[src/hdl/dqmb_pkg.sv]
`timescale 1ns / 1ps

package dqmb_pkg;

  localparam int BUF_BYTES_DEF = 512;
  localparam int LABEL_MAX_DEF = 63;

  localparam int CFG_W = 10;
  localparam logic [CFG_W-1:0] CFG_CAP_RESET = 10'd512;

  localparam int OFF_W = 9;
  localparam int STEP_W = 5;
  // Longest run: twelve header bytes plus six closing bytes.
  localparam logic [STEP_W-1:0] MAX_STEP = 5'd17;
  localparam int HDR_BYTES = 12;

  localparam logic [7:0] DOT_CHAR = 8'd46;
  localparam logic [7:0] END_CHAR = 8'd0;
  localparam logic [3:0] OPCODE_STD = 4'd0;
  localparam logic [15:0] QUERY_FLAGS = {1'b0, OPCODE_STD, 2'b00, 1'b1, 8'd0};
  localparam logic [15:0] QCLASS_INET = 16'd1;
  localparam logic [15:0] QD_COUNT = 16'd1;

  typedef enum logic [1:0] {
    MODE_IDLE,
    MODE_BUILD,
    MODE_DISCARD
  } mode_t;

  typedef enum logic [1:0] {
    ST_OK       = 2'd0,
    ST_OVERFLOW = 2'd1,
    ST_LABEL    = 2'd2
  } status_t;

  typedef struct packed {
    logic [OFF_W-1:0] offset;
    logic [7:0]       wbyte;
    logic             run_last;
    logic             frame_done;
    status_t          status;
  } res_t;

  // Fixed 12-byte query header: id, flags, QDCOUNT 1, zero AN/NS/AR counts.
  function automatic logic [7:0] hdr_byte(input logic [3:0] idx, input logic [15:0] id);
    logic [7:0] b;
    case (idx)
      4'd0:    b = id[15:8];
      4'd1:    b = id[7:0];
      4'd2:    b = QUERY_FLAGS[15:8];
      4'd3:    b = QUERY_FLAGS[7:0];
      4'd4:    b = QD_COUNT[15:8];
      4'd5:    b = QD_COUNT[7:0];
      default: b = 8'd0;
    endcase
    return b;
  endfunction

endpackage

[src/hdl/dqmb_gen.sv]
`timescale 1ns / 1ps

module dqmb_gen #(
  parameter int POS_W     = 10,
  parameter int LC_W      = 6,
  parameter int LABEL_MAX = 63
) (
  input  dqmb_pkg::mode_t                  mode,
  input  logic [dqmb_pkg::STEP_W-1:0]      step,
  input  logic [7:0]                       name_char,
  input  logic [15:0]                      query_id,
  input  logic [15:0]                      query_type,
  input  logic [POS_W-1:0]                 wp,
  input  logic [POS_W-1:0]                 lp,
  input  logic [LC_W-1:0]                  lc,
  input  logic [POS_W-1:0]                 cap,
  output logic                             emit,
  output logic                             last,
  output logic                             err,
  output dqmb_pkg::res_t                   res,
  output dqmb_pkg::mode_t                  nxt_mode,
  output logic [POS_W-1:0]                 nxt_wp,
  output logic [POS_W-1:0]                 nxt_lp,
  output logic [LC_W-1:0]                  nxt_lc
);
  import dqmb_pkg::*;

  logic              idle;
  logic [POS_W-1:0]  wp_e;
  logic [POS_W-1:0]  lp_e;
  logic [LC_W-1:0]   lc_e;
  logic [STEP_W-1:0] b;
  logic              close_fit;
  logic              wp_fit;
  status_t           err_st;

  always_comb begin
    // On the first item the header has just been laid out, so the body
    // starts from the fixed positions after it.
    idle      = (mode == MODE_IDLE);
    wp_e      = idle ? POS_W'(HDR_BYTES + 1) : wp;
    lp_e      = idle ? POS_W'(HDR_BYTES) : lp;
    lc_e      = idle ? '0 : lc;
    b         = idle ? step - STEP_W'(HDR_BYTES) : step;
    close_fit = ({1'b0, wp_e} + (POS_W+1)'(5)) <= {1'b0, cap};
    wp_fit    = wp_e < cap;

    emit   = 1'b1;
    last   = 1'b0;
    err    = 1'b0;
    err_st = ST_OK;
    res    = '{offset: '0, wbyte: '0, run_last: 1'b0, frame_done: 1'b0, status: ST_OK};

    if (mode == MODE_DISCARD) begin
      emit = 1'b0;
      last = 1'b1;
    end else if (idle && step <= STEP_W'(HDR_BYTES) && POS_W'(step) >= cap) begin
      err    = 1'b1;
      err_st = ST_OVERFLOW;
    end else if (idle && step < STEP_W'(HDR_BYTES)) begin
      res.offset = OFF_W'(step);
      res.wbyte  = hdr_byte(step[3:0], query_id);
    end else if (name_char == END_CHAR) begin
      if (!close_fit) begin
        err    = 1'b1;
        err_st = ST_OVERFLOW;
      end else begin
        unique case (b)
          5'd0: begin
            res.offset = OFF_W'(lp_e);
            res.wbyte  = 8'(lc_e);
          end
          5'd1: begin
            res.offset = OFF_W'(wp_e);
            res.wbyte  = 8'd0;
          end
          5'd2: begin
            res.offset = OFF_W'(wp_e + POS_W'(1));
            res.wbyte  = query_type[15:8];
          end
          5'd3: begin
            res.offset = OFF_W'(wp_e + POS_W'(2));
            res.wbyte  = query_type[7:0];
          end
          5'd4: begin
            res.offset = OFF_W'(wp_e + POS_W'(3));
            res.wbyte  = QCLASS_INET[15:8];
          end
          default: begin
            res.offset     = OFF_W'(wp_e + POS_W'(4));
            res.wbyte      = QCLASS_INET[7:0];
            res.frame_done = 1'b1;
            last           = 1'b1;
          end
        endcase
      end
    end else if (name_char == DOT_CHAR) begin
      // The dot always patches the closing label; reserving its own length
      // byte may then overflow, which costs one more result.
      if (b == '0) begin
        res.offset = OFF_W'(lp_e);
        res.wbyte  = 8'(lc_e);
        last       = wp_fit;
      end else begin
        err    = 1'b1;
        err_st = ST_OVERFLOW;
      end
    end else begin
      if (lc_e >= LC_W'(LABEL_MAX)) begin
        err    = 1'b1;
        err_st = ST_LABEL;
      end else if (!wp_fit) begin
        err    = 1'b1;
        err_st = ST_OVERFLOW;
      end else begin
        res.offset = OFF_W'(wp_e);
        res.wbyte  = name_char;
        last       = 1'b1;
      end
    end

    if (err) begin
      res  = '{offset: '0, wbyte: '0, run_last: 1'b1, frame_done: 1'b1, status: err_st};
      last = 1'b1;
    end
    res.run_last = last;
  end

  // State left behind once the item's last result is out.
  always_comb begin
    nxt_mode = mode;
    nxt_wp   = wp;
    nxt_lp   = lp;
    nxt_lc   = lc;
    if (mode == MODE_DISCARD) begin
      if (name_char == END_CHAR) begin
        nxt_mode = MODE_IDLE;
      end
    end else if (err || name_char == END_CHAR) begin
      nxt_mode = (err && name_char != END_CHAR) ? MODE_DISCARD : MODE_IDLE;
      nxt_wp   = '0;
      nxt_lp   = POS_W'(HDR_BYTES);
      nxt_lc   = '0;
    end else if (name_char == DOT_CHAR) begin
      nxt_mode = MODE_BUILD;
      nxt_lp   = wp_e;
      nxt_wp   = wp_e + POS_W'(1);
      nxt_lc   = '0;
    end else begin
      nxt_mode = MODE_BUILD;
      nxt_lp   = lp_e;
      nxt_wp   = wp_e + POS_W'(1);
      nxt_lc   = lc_e + LC_W'(1);
    end
  end

endmodule

[src/hdl/dqmb_ctl.sv]
`timescale 1ns / 1ps

module dqmb_ctl #(
  parameter int BUF_BYTES = 512,
  parameter int LABEL_MAX = 63
) (
  input  logic                         clk,
  input  logic                         rst_n,
  input  logic                         cfg_we,
  input  logic [dqmb_pkg::CFG_W-1:0]   cfg_buffer_capacity,
  input  logic                         in_valid,
  output logic                         in_ready,
  input  logic [7:0]                   in_name_char,
  input  logic [15:0]                  in_query_id,
  input  logic [15:0]                  in_query_type,
  input  logic                         res_take,
  output logic                         res_valid,
  output dqmb_pkg::res_t               res
);
  import dqmb_pkg::*;

  localparam int CFG_MAX = (1 << CFG_W) - 1;
  localparam int CAP_MAX = (BUF_BYTES < CFG_MAX) ? BUF_BYTES : CFG_MAX;
  localparam int POS_W   = $clog2(CAP_MAX + 6);
  localparam int LC_W    = $clog2(LABEL_MAX + 1);

  logic [CFG_W-1:0]  cap_cfg_r;
  logic              item_v_r, item_v_nxt;
  logic [7:0]        c_r;
  logic [15:0]       id_r;
  logic [15:0]       qt_r;
  logic [STEP_W-1:0] step_r, step_nxt;
  mode_t             mode_r;
  logic [POS_W-1:0]  wp_r;
  logic [POS_W-1:0]  lp_r;
  logic [LC_W-1:0]   lc_r;

  logic [POS_W-1:0]  cap_eff;
  logic              g_emit, g_last, g_err;
  mode_t             g_mode;
  logic [POS_W-1:0]  g_wp, g_lp;
  logic [LC_W-1:0]   g_lc;
  logic              adv, fin, acc;

  assign cap_eff = (32'(cap_cfg_r) < 32'(CAP_MAX)) ? POS_W'(cap_cfg_r) : POS_W'(CAP_MAX);

  dqmb_gen #(
    .POS_W     (POS_W),
    .LC_W      (LC_W),
    .LABEL_MAX (LABEL_MAX)
  ) u_gen (
    .mode       (mode_r),
    .step       (step_r),
    .name_char  (c_r),
    .query_id   (id_r),
    .query_type (qt_r),
    .wp         (wp_r),
    .lp         (lp_r),
    .lc         (lc_r),
    .cap        (cap_eff),
    .emit       (g_emit),
    .last       (g_last),
    .err        (g_err),
    .res        (res),
    .nxt_mode   (g_mode),
    .nxt_wp     (g_wp),
    .nxt_lp     (g_lp),
    .nxt_lc     (g_lc)
  );

  // A held item moves on one result per cycle while results are taken; an
  // item with no result finishes without waiting on the output side.
  always_comb begin
    res_valid  = item_v_r && g_emit;
    adv        = item_v_r && (!g_emit || res_take);
    fin        = adv && g_last;
    in_ready   = !item_v_r || fin;
    acc        = in_valid && in_ready;
    item_v_nxt = acc ? 1'b1 : (fin ? 1'b0 : item_v_r);
    step_nxt   = fin ? '0 : (adv ? step_r + STEP_W'(1) : step_r);
  end

  always_ff @(posedge clk) begin
    if (!rst_n) begin
      cap_cfg_r <= CFG_CAP_RESET;
      item_v_r  <= 1'b0;
      step_r    <= '0;
      mode_r    <= MODE_IDLE;
      wp_r      <= '0;
      lp_r      <= POS_W'(HDR_BYTES);
      lc_r      <= '0;
    end else begin
      if (cfg_we) begin
        cap_cfg_r <= cfg_buffer_capacity;
      end
      item_v_r <= item_v_nxt;
      step_r   <= step_nxt;
      if (fin) begin
        mode_r <= g_mode;
        wp_r   <= g_wp;
        lp_r   <= g_lp;
        lc_r   <= g_lc;
      end
    end
  end

  always_ff @(posedge clk) begin
    if (acc) begin
      c_r  <= in_name_char;
      id_r <= in_query_id;
      qt_r <= in_query_type;
    end
  end

`ifndef SYNTHESIS
  a_step_range: assert property (@(posedge clk) disable iff (!rst_n)
    item_v_r |-> step_r <= MAX_STEP)
    else $error("result run longer than a header plus closing bytes");

  a_discard_silent: assert property (@(posedge clk) disable iff (!rst_n)
    (item_v_r && mode_r == MODE_DISCARD) |-> !res_valid)
    else $error("discarded character produced a result");

  a_err_to_discard: assert property (@(posedge clk) disable iff (!rst_n)
    (fin && g_err && c_r != END_CHAR) |=> mode_r == MODE_DISCARD)
    else $error("error inside a name did not start discarding");

  a_done_is_last: assert property (@(posedge clk) disable iff (!rst_n)
    (res_valid && res.frame_done) |-> res.run_last)
    else $error("frame end is not the last result of its item");

  a_len_before_write: assert property (@(posedge clk) disable iff (!rst_n)
    mode_r == MODE_BUILD |-> wp_r > lp_r)
    else $error("write position not past the open length byte");
`endif

endmodule

[src/hdl/dqmb_oreg.sv]
`timescale 1ns / 1ps

module dqmb_oreg (
  input  logic                              clk,
  input  logic                              rst_n,
  input  logic                              res_valid,
  input  dqmb_pkg::res_t                    res,
  output logic                              res_take,
  output logic                              out_valid,
  input  logic                              out_ready,
  output logic [dqmb_pkg::OFF_W-1:0]        out_write_offset,
  output logic [7:0]                        out_write_byte,
  output logic                              out_run_last,
  output logic                              out_frame_done,
  output logic [1:0]                        out_status
);
  import dqmb_pkg::*;

  logic out_v_r;
  res_t res_r;

  // The register takes a new result whenever it is empty or being drained.
  assign res_take = !out_v_r || out_ready;

  always_ff @(posedge clk) begin
    if (!rst_n) begin
      out_v_r <= 1'b0;
    end else if (res_take) begin
      out_v_r <= res_valid;
    end
  end

  always_ff @(posedge clk) begin
    if (res_take && res_valid) begin
      res_r <= res;
    end
  end

  assign out_valid        = out_v_r;
  assign out_write_offset = res_r.offset;
  assign out_write_byte   = res_r.wbyte;
  assign out_run_last     = res_r.run_last;
  assign out_frame_done   = res_r.frame_done;
  assign out_status       = res_r.status;

endmodule

[src/hdl/dns_query_message_builder.sv]
`timescale 1ns / 1ps

// DNS query builder. Takes a domain name one character per transfer on the
// in_ channel (dot separates labels, zero ends the name) and produces byte
// writes (offset, byte) into a packet buffer on the out_ channel.
// The first character of a query also yields the 12-byte header; the ending
// zero patches the last length byte and writes root, query type and class.
// Errors (buffer overflow, label too long) give one result with frame_done
// set; the rest of the name is then dropped up to its zero character.
// The run generator gives an item's results one after another and holds the
// input until the last of them is taken (one result for most characters, up
// to 18 for an empty name); items with no result do not wait on out_ready.
// An item waits in the input registers and its results pass the output
// register; one-result items flow at one per cycle while out_ready is high.
// When out_ready is low, the output register holds its result and the
// input stalls once the run generator has its next result ready.
// cfg_buffer_capacity is written by cfg_we; write it only while idle.
// Synchronous reset clears all valid flags, sets the capacity to 512
// and returns the builder to the start of a new query.
module dns_query_message_builder #(
  parameter int BUF_BYTES = dqmb_pkg::BUF_BYTES_DEF,
  parameter int LABEL_MAX = dqmb_pkg::LABEL_MAX_DEF
) (
  input  logic                          clk,
  input  logic                          rst_n,
  input  logic                          cfg_we,
  input  logic [dqmb_pkg::CFG_W-1:0]    cfg_buffer_capacity,
  input  logic                          in_valid,
  output logic                          in_ready,
  input  logic [7:0]                    in_name_char,
  input  logic [15:0]                   in_query_id,
  input  logic [15:0]                   in_query_type,
  output logic                          out_valid,
  input  logic                          out_ready,
  output logic [dqmb_pkg::OFF_W-1:0]    out_write_offset,
  output logic [7:0]                    out_write_byte,
  output logic                          out_run_last,
  output logic                          out_frame_done,
  output logic [1:0]                    out_status
);
  import dqmb_pkg::*;

  logic res_valid;
  logic res_take;
  res_t res;

  dqmb_ctl #(
    .BUF_BYTES (BUF_BYTES),
    .LABEL_MAX (LABEL_MAX)
  ) u_ctl (
    .clk                 (clk),
    .rst_n               (rst_n),
    .cfg_we              (cfg_we),
    .cfg_buffer_capacity (cfg_buffer_capacity),
    .in_valid            (in_valid),
    .in_ready            (in_ready),
    .in_name_char        (in_name_char),
    .in_query_id         (in_query_id),
    .in_query_type       (in_query_type),
    .res_take            (res_take),
    .res_valid           (res_valid),
    .res                 (res)
  );

  dqmb_oreg u_oreg (
    .clk              (clk),
    .rst_n            (rst_n),
    .res_valid        (res_valid),
    .res              (res),
    .res_take         (res_take),
    .out_valid        (out_valid),
    .out_ready        (out_ready),
    .out_write_offset (out_write_offset),
    .out_write_byte   (out_write_byte),
    .out_run_last     (out_run_last),
    .out_frame_done   (out_frame_done),
    .out_status       (out_status)
  );

endmodule
[config.mk]
export PLATFORM = sky130hd
export DESIGN_NAME = dns_query_message_builder
export DESIGN_NICKNAME = d
export VERILOG_FILES = /design/src/hdl/dqmb_pkg.sv /design/src/hdl/dqmb_gen.sv /design/src/hdl/dqmb_ctl.sv /design/src/hdl/dqmb_oreg.sv /design/src/hdl/dns_query_message_builder.sv
export SDC_FILE = /design/constraint.sdc
export NUM_CORES = 1
export LEC_CHECK = 0
export BUFFER_PORTS_ARGS = -buffer_cell sky130_fd_sc_hd__buf_2
export CORE_ASPECT_RATIO = 1.75
export CORE_UTILIZATION = 35
export DETAILED_ROUTE_END_ITERATION = 10
export GPL_TIMING_DRIVEN = 1
export PLACE_DENSITY = 0.63
export SETUP_SLACK_MARGIN = 0.5
export SLEW_MARGIN = 25
export SYNTH_ARGS = -nofsm -noshare
export SYNTH_HDL_FRONTEND = slang
export SYNTH_HIERARCHICAL = 1
export SYNTH_SLANG_ARGS = --single-unit
[constraint.sdc]
create_clock -name clk -period 7.7 [get_ports clk]
set_clock_uncertainty 0.2 [all_clocks]
set_input_delay 1.54 -clock clk [delete_from_list [all_inputs] [get_ports clk]]
set_output_delay 1.54 -clock clk [all_outputs]
set_load 0.03 [all_outputs]
==> summary.md <==
- **fraction of layout cells with a size suffix above 1** 0.178
- **number of global-route vias before repair** 6447
- **Avg Vias per Cell** 6.04
- **antenna violations before repair** 0
- **worst path required time** 5.96 ns
- **start-to-end type of the worst setup path** flip-flop to primary output
- **overall routed net length** 24900 um
- **worst reg2reg setup slack** 2.09 ns
- **deepest level of the CTS H-tree** 3
- **number of setup violations in the final report** 0
- **VDD IR max** 146 uV
- **share of the clock period used by the worst path after layout** 0.887
- **first-pass GRT wire length** 37600 um
- **net count after synthesis** 879
- **DRC errors left** 0
- **diodes inserted** 0
- **hold violation count in the final report** 0
- **Antenna Violating Nets Remaining** 0
- **Arrival @ worst endpoint** 5.09 ns
- **Tightest Pin Transition** 0.951 ns
- **worst r2r dst** u_ctl/qt_r[11]
- **cell internal power dissipation** 0.000986 W
- **Initial Utilization** 0.358
- **number of nets at the end of the flow** 933
- **post-detailed-placement half-perimeter wirelength** 18100 um
- **number of detailed-route iterations in the first pass** 5
- **post-synthesis instance area** 7070 sq um
- **Die Span Y** 190 um
- **cells on worst reg2reg path** 18
- **min cycle time layout** 6.83 ns
- **slowest cell delay on critical path** 0.51 ns
- **number of primary I/O pins** 78
- **crit path cell chain** or2_1 -> buf_4 -> nand2_1 -> ha_1 -> a22oi_1 -> or3_1 -> a21oi_1 -> ha_1 -> nand4_1 -> or4_1 -> a211oi_2 -> nor2_1 -> buf_4 -> nor2_1 -> a221o_2 -> nand3_1 -> nand2_1 -> buf_2
- **number of CTS-inserted buffers** 9
- **count of synthesis-stage warnings from yosys** 6
- **number of sinks on the clock net** 105
- **sequential power share** 0.446
- **Min-Delay Startpoint** u_ctl/cap_cfg_r[6]
- **DRC violation total after the first TritonRoute iteration** 658
- **dpl ws** 0.809 ns
- **per-cell routed wire length** 22.8 um
- **cell at the slowest stage of the critical path** sky130_fd_sc_hd__or4_1
- **final RePlAce weighted congestion** 1.05
- **full die area** 20800 sq um
- **kind of capture point of the worst setup path** primary output
- **Setup TNS Final** 0 ns
- **largest net degree at the start of global routing** 61
- **total routing usage reported by global routing** 0.249
- **number of pins with negative max-slew slack in the final report** 0
- **worst-path maximum fanout** 33
- **number of max-cap violations** 0
- **Chip Width** 109 um
- **number of cell rows** 68
- **Worst Hold Class** flip-flop to flip-flop
- **switching power share of the total** 0.340
- **CTS tree** yes
- **clk buf depth** 2
- **critical path launch point** u_ctl/mode_r[0]
- **area of the core region** 19700 sq um
- **clock network fraction of design power** 0.327
- **clock transition time at the flip-flop clock pins of the worst setup and hold paths** 0.09 ns
- **Crit Reg-Reg Startpoint** u_ctl/mode_r[0]
- **PortBufs** 77
- **worst relative slew slack** 0.364
- **Root Buffer Master** sky130_fd_sc_hd__clkbuf_16
- **share of total power in combinational logic** 0.227
- **Worst Setup Slack, final** 0.873 ns
- **detailed-route via count** 6596
- **Overflow after GRT** 0
- **Fmax** 146 MHz
- **power per standard cell area** 187 nW/um^2
- **run status** completed
- **hold-critical path endpoint** u_ctl/cap_cfg_r[6]
- **startpoint type of the worst setup path** flip-flop
- **clock insertion delay at the later pin of the skew report** 0.37 ns
- **Synth-to-Final Area Change** 12.7%
- **setup repair after global routing missed its margin** false
- **cells after synthesis** 788
- **switching power of the nets** 0.000508 W
- **leakage dissipation** 2.92 nW
- **Design Power** 0.00149 W
- **per-instance average area after synthesis** 8.97 sq um
- **depth of the worst hold-timing path** 2
-- stage by stage --
step           area [sq um]  cells  utilization  hold slack, ns
4_1_cts                7960   1092        0.403           0.291
3_5_place_dp           7640   1076        0.387           0.275
5_1_grt                7970   1092        0.404           0.314
3_3_place_gp           7640   1076        0.387           0.266
6_report               7970   1092        0.404           0.290
2_1_floorplan          7070    788            -           0.231
-- registers in the layout, indices dropped and copies added, names as in the netlist --
register / cells
u_ctl/item_v_r: 1
u_ctl/wp_r: 10
u_ctl/id_r: 16
u_ctl/step_r: 5
u_oreg/out_write_byte: 8
u_oreg/out_status: 2
u_ctl/lc_r: 6
u_oreg/out_run_last: 1
u_oreg/out_valid: 1
u_oreg/out_write_offset: 9
u_ctl/cap_cfg_r: 10
u_ctl/qt_r: 16
u_oreg/out_frame_done: 1
u_ctl/c_r: 8
u_ctl/mode_r: 2
u_ctl/lp_r: 9
-- timing repair --
item                                   CTS  global route
endpoints found under the hold margin    0             0
hold buffers                             0             0
gates resized for setup                  2             4
setup buffers                            0             0
setup endpoints to repair                1             1
-- per-layer routing --
metal | vias to the layer above | GRT usage | part of all wire
li1 | 3027 | - | -
met1 | 3143 | 0.267 | 0.36
met2 | 312 | 0.428 | 0.51
met3 | 114 | 0.0380 | 0.058
met4 | 0 | 0.193 | 0.080
met5 | - | 0 | 0
-- power by group through the flow --
stage	logic, W	clock network, W	registers, W
floorplan	0.000197	0	0.000702
global placement	0.000332	0	0.000678
detailed placement	0.000330	0	0.000679
CTS	0.000332	0.000502	0.000666
global route	0.000363	0.000515	0.000670
finish	0.000339	0.000488	0.000666
-- worst max-delay path by stage --
| stage | to | slack (ns) | cells past startpoint |
|---|---|---|---|
| floorplan | u_ctl/c_r[0] | 1.04 | 19 |
| global placement | in_ready | 0.98 | 18 |
| detailed placement | in_ready | 0.81 | 18 |
| CTS | in_ready | 0.63 | 18 |
| global route | in_ready | 0.55 | 18 |
| finish | in_ready | 0.87 | 18 |
-- critical path, delay by kind of cell (launching register included) --
kind | cells | cell delay [ns]
buffers and inverters | 3 | 0.76
and+or+nand+nor | 9 | 1.85
adders and majority gates | 2 | 0.56
DFF | 1 | 0.48
AOI/OAI and AO/OA | 4 | 1.04
-- cell type report --
type	instances	area [sq um]
Inverter	30	113
Sequential cell	105	2710
Fill cell	2090	11800
Tap cell	245	307
Timing Repair Buffer	97	536
Multi-Input combinational cell	599	3990
Clock inverter	7	88.8
Clock buffer	9	225
-- cells in the final DEF (no fill, tap or decap), types with 9 or more instances in the layout --
cell / count
sky130_fd_sc_hd__clkbuf_16: 9
sky130_fd_sc_hd__nand4_1: 12
sky130_fd_sc_hd__xnor2_1: 12
sky130_fd_sc_hd__and3_1: 11
sky130_fd_sc_hd__mux2i_1: 43
sky130_fd_sc_hd__nor2_1: 48
sky130_fd_sc_hd__o21ai_0: 39
sky130_fd_sc_hd__edfxtp_1: 61
sky130_fd_sc_hd__buf_4: 20
sky130_fd_sc_hd__a211oi_1: 9
sky130_fd_sc_hd__nand3_1: 27
sky130_fd_sc_hd__a31oi_1: 18
sky130_fd_sc_hd__a221oi_1: 9
sky130_fd_sc_hd__nand2_1: 111
sky130_fd_sc_hd__inv_1: 27
sky130_fd_sc_hd__and2_1: 9
sky130_fd_sc_hd__a21oi_1: 46
sky130_fd_sc_hd__buf_2: 77
sky130_fd_sc_hd__a22o_1: 11
sky130_fd_sc_hd__ha_1: 35
sky130_fd_sc_hd__dfxtp_1: 43
sky130_fd_sc_hd__nor3_1: 13
sky130_fd_sc_hd__nor2b_1: 11
(Power assumes the default switching activity.)
